$ cat src/hw/rtl/cstm_pkg.sv
// Shared types and constants for the compose-sequence trie matcher.
// Used by cstm_ctrl, cstm_dp and compose_sequence_trie_matcher; no dependencies.
package cstm_pkg;

	localparam int NODE_DEPTH = 4096;
	localparam int TEXT_SPACE = 65536;

	localparam int ADDR_W   = $clog2(NODE_DEPTH);
	localparam int STEP_W   = $clog2(NODE_DEPTH + 1);
	localparam int KEY_W    = 29;
	localparam int TEXT_W   = 16;
	localparam int PAY_W    = KEY_W + TEXT_W;
	localparam int CNT_W    = 13;
	localparam int CFG_IDX_W = 3;
	localparam int CFG_W    = 29;
	localparam int IN_W     = 128;
	localparam int OUT_W    = 56;

	typedef enum logic [1:0] {
		OP_LOAD  = 2'd0,
		OP_FEED  = 2'd1,
		OP_RESET = 2'd2,
		OP_NOP   = 2'd3
	} op_t;

	typedef enum logic [1:0] {
		FR_IGNORED  = 2'd0,
		FR_ACCEPTED = 2'd1,
		FR_NOT_FEED = 2'd2
	} feed_res_t;

	typedef enum logic [1:0] {
		STS_NOTHING   = 2'd0,
		STS_COMPOSING = 2'd1,
		STS_COMPOSED  = 2'd2,
		STS_CANCELLED = 2'd3
	} status_t;

	typedef enum logic [CFG_IDX_W-1:0] {
		CFG_NODE_COUNT   = 3'd0,
		CFG_MOD_A_LOW    = 3'd1,
		CFG_MOD_A_HIGH   = 3'd2,
		CFG_MOD_B_LOW    = 3'd3,
		CFG_MOD_B_HIGH   = 3'd4,
		CFG_MOD_SINGLE_A = 3'd5,
		CFG_MOD_SINGLE_B = 3'd6
	} cfg_idx_t;

	typedef enum logic [3:0] {
		S_IDLE,
		S_DECODE,
		S_FEED_START,
		S_WALK,
		S_WALK_CMP,
		S_COMMIT,
		S_STAT_A,
		S_STAT_B,
		S_STAT_C
	} state_t;

	typedef enum logic [1:0] {
		RD_POS,
		RD_PREV,
		RD_CTX
	} rd_sel_t;

	typedef struct packed {
		logic [KEY_W-1:0]  key;
		logic [ADDR_W-1:0] lo;
		logic [ADDR_W-1:0] hi;
		logic              leaf;
		logic [PAY_W-1:0]  pay;
	} node_t;

	typedef struct packed {
		op_t               op;
		logic [KEY_W-1:0]  key;
		logic [ADDR_W-1:0] index;
		logic [ADDR_W-1:0] lo;
		logic [ADDR_W-1:0] hi;
		logic              leaf;
		logic [ADDR_W-1:0] next_level;
		logic [TEXT_W-1:0] text;
		logic [KEY_W-1:0]  sym;
	} item_t;

	typedef struct packed {
		logic    cap_item;
		logic    decode;
		logic    node_wr;
		logic    rd_en;
		rd_sel_t rd_sel;
		logic    walk_init;
		logic    walk_step;
		logic    walk_cmp;
		logic    walk_abort;
		logic    pos_commit;
		logic    pos_clear;
		logic    prev_latch;
		logic    out_load;
	} ctrl_cmd_t;

	typedef struct packed {
		op_t  op;
		logic is_mod;
		logic ctx_zero;
		logic steps_full;
		logic key_eq;
	} dp_stat_t;

endpackage

$ cat src/hw/rtl/cstm_ctrl.sv
// Sequencer for the trie matcher: decodes items, steps the sibling walk,
// runs the status reads and owns both handshakes. Depends on cstm_pkg.
module cstm_ctrl (
	input  logic                 clk,
	input  logic                 arst_n,
	input  logic                 s_tvalid,
	output logic                 s_tready,
	output logic                 m_tvalid,
	input  logic                 m_tready,
	input  cstm_pkg::dp_stat_t   stat,
	output cstm_pkg::ctrl_cmd_t  cmd
);

	cstm_pkg::state_t state_q;
	cstm_pkg::state_t state_nxt;
	logic             m_tvalid_q;

	assign s_tready = (state_q == cstm_pkg::S_IDLE);
	assign m_tvalid = m_tvalid_q;

	always_ff @(posedge clk or negedge arst_n) begin
		if (!arst_n) begin
			state_q    <= cstm_pkg::S_IDLE;
			m_tvalid_q <= 1'b0;
		end else begin
			state_q <= state_nxt;
			if (cmd.out_load) begin
				m_tvalid_q <= 1'b1;
			end else if (m_tready) begin
				m_tvalid_q <= 1'b0;
			end
		end
	end

	always_comb begin
		state_nxt = state_q;
		cmd       = '0;
		unique case (state_q)
			cstm_pkg::S_IDLE: begin
				if (s_tvalid) begin
					cmd.cap_item = 1'b1;
					state_nxt    = cstm_pkg::S_DECODE;
				end
			end
			cstm_pkg::S_DECODE: begin
				cmd.decode = 1'b1;
				state_nxt  = cstm_pkg::S_STAT_A;
				unique case (stat.op)
					cstm_pkg::OP_LOAD:  cmd.node_wr = 1'b1;
					cstm_pkg::OP_FEED: begin
						if (!stat.is_mod) begin
							cmd.rd_en  = 1'b1;
							cmd.rd_sel = cstm_pkg::RD_POS;
							state_nxt  = cstm_pkg::S_FEED_START;
						end
					end
					cstm_pkg::OP_RESET: cmd.pos_clear = 1'b1;
					cstm_pkg::OP_NOP:   ;
				endcase
			end
			cstm_pkg::S_FEED_START: begin
				cmd.walk_init = 1'b1;
				state_nxt     = cstm_pkg::S_WALK;
			end
			cstm_pkg::S_WALK: begin
				if (stat.ctx_zero) begin
					state_nxt = cstm_pkg::S_COMMIT;
				end else if (stat.steps_full) begin
					cmd.walk_abort = 1'b1;
					state_nxt      = cstm_pkg::S_COMMIT;
				end else begin
					cmd.walk_step = 1'b1;
					cmd.rd_en     = 1'b1;
					cmd.rd_sel    = cstm_pkg::RD_CTX;
					state_nxt     = cstm_pkg::S_WALK_CMP;
				end
			end
			cstm_pkg::S_WALK_CMP: begin
				cmd.walk_cmp = 1'b1;
				state_nxt    = stat.key_eq ? cstm_pkg::S_COMMIT : cstm_pkg::S_WALK;
			end
			cstm_pkg::S_COMMIT: begin
				cmd.pos_commit = 1'b1;
				state_nxt      = cstm_pkg::S_STAT_A;
			end
			cstm_pkg::S_STAT_A: begin
				cmd.rd_en  = 1'b1;
				cmd.rd_sel = cstm_pkg::RD_PREV;
				state_nxt  = cstm_pkg::S_STAT_B;
			end
			cstm_pkg::S_STAT_B: begin
				cmd.prev_latch = 1'b1;
				cmd.rd_en      = 1'b1;
				cmd.rd_sel     = cstm_pkg::RD_POS;
				state_nxt      = cstm_pkg::S_STAT_C;
			end
			cstm_pkg::S_STAT_C: begin
				if (!m_tvalid_q || m_tready) begin
					cmd.out_load = 1'b1;
					state_nxt    = cstm_pkg::S_IDLE;
				end
			end
			default: state_nxt = cstm_pkg::S_IDLE;
		endcase
	end

	a_accept_decode: assert property (@(posedge clk) disable iff (!arst_n)
		(s_tvalid && s_tready) |=> (state_q == cstm_pkg::S_DECODE && !s_tready))
		else $error("accepted item did not enter decode");

	a_load_valid: assert property (@(posedge clk) disable iff (!arst_n)
		cmd.out_load |=> (m_tvalid_q && state_q == cstm_pkg::S_IDLE))
		else $error("result load did not raise valid");

	a_no_overwrite: assert property (@(posedge clk) disable iff (!arst_n)
		(m_tvalid_q && !m_tready) |-> !cmd.out_load)
		else $error("pending result overwritten");

	a_wr_rd_excl: assert property (@(posedge clk) disable iff (!arst_n)
		!(cmd.node_wr && cmd.rd_en))
		else $error("node write and read in same cycle");

endmodule

$ cat config.mk
export PLATFORM = sky130hd
export DESIGN_NAME = cstm_ctrl
export DESIGN_NICKNAME = d
export VERILOG_FILES = /design/src/hw/rtl/cstm_pkg.sv /design/src/hw/rtl/cstm_ctrl.sv
export SDC_FILE = /design/constraint.sdc
export NUM_CORES = 1
export LEC_CHECK = 0
export ABC_CLOCK_PERIOD_IN_PS = 2650
export BUFFER_PORTS_ARGS = -buffer_cell sky130_fd_sc_hd__buf_2
export CAP_MARGIN = 20
export CELL_PAD_IN_SITES_DETAIL_PLACEMENT = 0
export CELL_PAD_IN_SITES_GLOBAL_PLACEMENT = 2
export CORE_UTILIZATION = 22
export CTS_CLUSTER_SIZE = 30
export DETAILED_ROUTE_END_ITERATION = 6
export PLACE_DENSITY_LB_ADDON = 0.1
export SYNTH_ARGS = -nofsm -noshare
export SYNTH_HDL_FRONTEND = slang
export SYNTH_SLANG_ARGS = --single-unit
export TNS_END_PERCENT = 1
$ cat constraint.sdc
create_clock -name clk -period 2.65 [get_ports clk]
set_clock_uncertainty 0.1 [all_clocks]
set_input_delay 0.3975 -clock clk [delete_from_list [all_inputs] [get_ports clk]]
set_output_delay 0.3975 -clock clk [all_outputs]
set_load 0.03 [all_outputs]
==> summary.md <==
| Metric | Value |
|---|---|
| Outcome | `complete, no violations` |
| Synthesis-stage register bit count | `5` |
| Initial core utilization | `between 20% and 30%` |
| Hold path cells | `3` |
| Setup violators final | `0` |
| Least-Margin Pin Slew | `around 0.46 ns` |
| Crit path kind | `reg -> out` |
| Postcts setup bufs | `0` |
| Average cell area after synthesis | `~8.6 µm²` |
| Setup ws final | `0.434 ns` |
| Setup TNS | `0 ns` |
| Synth area leader | `dfrtp_1` |
| DP HPWL | `a little under 800 µm` |
| Antenna cells | `0` |
| Synth Warn # | `0` |
| Part of the Yosys area used for sequential elements | `approximately 30%` |
| RSZ-0062 raised after global routing | `no` |
| GP Congestion | `approximately 0.66` |
| Hold WC Path Type | `in -> reg` |
| Clock Pin Slew Worst Setup and Hold Paths | `roughly 0.04 ns` |
| Synth area leaders | `dfrtp_1 (30%), nand2b_1 (6.0%), nor3_1 (6.0%)` |
| FF-to-FF Start | `state_q[1]` |
| Final #Nets | `84` |
| Reg2reg path depth | `3` |
| Peak supply drop | `between 0.4 and 0.5 mV` |
| CP Capture Point | `cmd[10]` |
| Prevailing post-synth register cell | `dfrtp_1` |
| CP Data Required Time | `around 2.2 ns` |
| First-pass GRT wire length | `roughly 1500 µm` |
| Max-slew headroom | `68.9%` |
| Clk Tree Root Cell | `clkbuf_4` |
| Crit path from | `state_q[1]` |
| Synth top area share | `between 30 and 40%` |
| Leak | `roughly 0.29 nW` |
| Final wirelength | `985 µm` |
| Fmax | `approximately 450 MHz` |
| Core area | `roughly 0.0017 mm²` |
| Dpl ws | `between 0.7 and 0.8 ns` |
| Worst R2R Setup Slack | `roughly 1.2 ns` |
| Max-cap violation count | `0` |
| Via count | `around 430` |
| Netlist cell types | `27` |
| DIE AREA | `0.00206 mm²` |
| DIE WIDTH | `45.4 µm` |
| Share of layout cells above drive strength 1 | `a little under half` |
| Num rows | `15` |
| EDFF count, synth | `0` |
| Ys async rst share | `100%` |
| CTS tree | `yes` |
| Wire length per cell | `~10 µm` |
| Final ANT Viol Nets | `0` |
| Synth cell count leaders | `dfrtp_1 (5), nor2_1 (5), nor3_1 (5)` |
| Initial DRC Count | `4` |
| Avg Vias per Cell | `4.36` |
| Critical path startpoint category | `register` |
| Final hold vios | `0` |
| Later-pin clock latency in the skew report | `between 0.2 and 0.25 ns` |
| Fin crit share | `between 80% and 90%` |
| CTS buffer count | `3` |
| Final Critical Period | `between 2 and 2.5 ns` |
| Post-Syn Area | `around 410 µm²` |
| Area added between synthesis and finish | `37.8%` |
| Clk buf depth | `2` |
| Number of remaining DRC errors | `0` |
| Initial antenna violation count | `0` |
| Cell Pwr Density | `approximately 1200 mW/mm²` |
| Number of port buffers | `25` |
| Mapped Cells | `48` |
| Number of global-route vias before repair | `about 360` |
| Syn Nets | `58` |
| R2R Path End | `state_q[2]` |
| Number of H-tree levels | `1` |
| Max Transition Viols Final | `0` |
| DR pass1 iterations | `2` |
| Die height | `45.4 µm` |
| CP endpoint kind | `output port` |
| Crit path DAT | `1.72 ns` |
| Total grt overflow | `0` |
| Clock sink total | `5` |
| # fillers | `about 200` |
| Critical-path maximum fanout | `12` |
| Largest net degree at the start of global routing | `14` |
| IO Count | `26` |
| Total GRT Usage | `about a tenth` |
-- power by group --
group / switching, mW / internal [mW] / total (mW)
Combinational: 0.262 / 0.158 / 0.420
Clock: 0.0310 / 0.0569 / 0.0880
Sequential: 0.0937 / 0.110 / 0.204
Total: 0.387 / 0.325 / 0.712
-- per-stage QoR --
| step | utilization, % | std cells | power, mW | hold slack, ns | instance area [µm²] |
|---|---|---|---|---|---|
| after detailed placement | 30.6 | 93 | 0.630 | 0.117 | 534 |
| after floorplan | - | 48 | 0.550 | 0.00191 | 414 |
| final | 32.7 | 98 | 0.712 | 0.350 | 571 |
| after global routing | 32.7 | 98 | 0.769 | 0.379 | 571 |
| after global placement | 30.6 | 93 | 0.639 | 0.121 | 534 |
| after CTS | 32.7 | 98 | 0.723 | 0.349 | 571 |
-- metal layers --
metal,up-vias,track usage (%),wire length [µm]
li1,223,-,-
met1,192,13.2,485
met2,12,15.4,454
met3,0,4.76,45
met4,0,1.82,0
met5,-,0,0
-- flip-flops by register name, indices dropped and copies added, names as in the netlist --
signal and count:
state_q 4, m_tvalid 1
-- cells in the final DEF, fill, tap and decap left out, types with 2 or more instances in the layout --
cell type	netlist	routed
a21oi_1	2	2
and2_1	2	2
buf_2	2	25
clkbuf_4	0	3
dfrtp_1	5	5
nand2_1	2	2
nand2b_1	4	4
nand3b_1	2	2
nor2_1	5	5
nor3_1	5	5
-- kinds of logic after synthesis --
kind of cell | count (synthesis) | synth area share (%)
compound gates | 8 | 15.4
buf+inv | 6 | 9.67
flops | 5 | 30.2
simple gates | 29 | 44.7
-- what timing repair did --
| action | in CTS | in global routing |
|---|---|---|
| gates resized for setup | 0 | 0 |
| hold buffers | 1 | 0 |
| endpoints found under the hold margin | 5 | 0 |
-- worst max-delay path, stage by stage, from the launching register on --
cell,delay [ns]
dfrtp_1,0.50
nor4b_1,0.51
nand3b_1,0.13
a21oi_1,0.13
buf_2,0.21
-- worst min path at each step --
stage	slack, ns	start	endpoint
2_1_floorplan	0.002	arst_n	m_tvalid
3_5_place_dp	0.12	arst_n	state_q[3]
6_report	0.35	m_tready	m_tvalid
3_3_place_gp	0.12	arst_n	state_q[3]
5_1_grt	0.38	stat[0]	state_q[1]
4_1_cts	0.35	m_tready	m_tvalid
-- final cells by class --
| type | instances | area [µm²] | share of cell area, % |
|---|---|---|---|
| inverter | 1 | 3.75 | 0.658 |
| multi-input combinational | 37 | 249 | 43.6 |
| sequential | 5 | 125 | 21.9 |
| tap | 25 | 31.3 | 5.48 |
| clock buffer | 4 | 26.3 | 4.61 |
| timing repair buffer | 26 | 135 | 23.7 |
(Power assumes the default switching activity.)
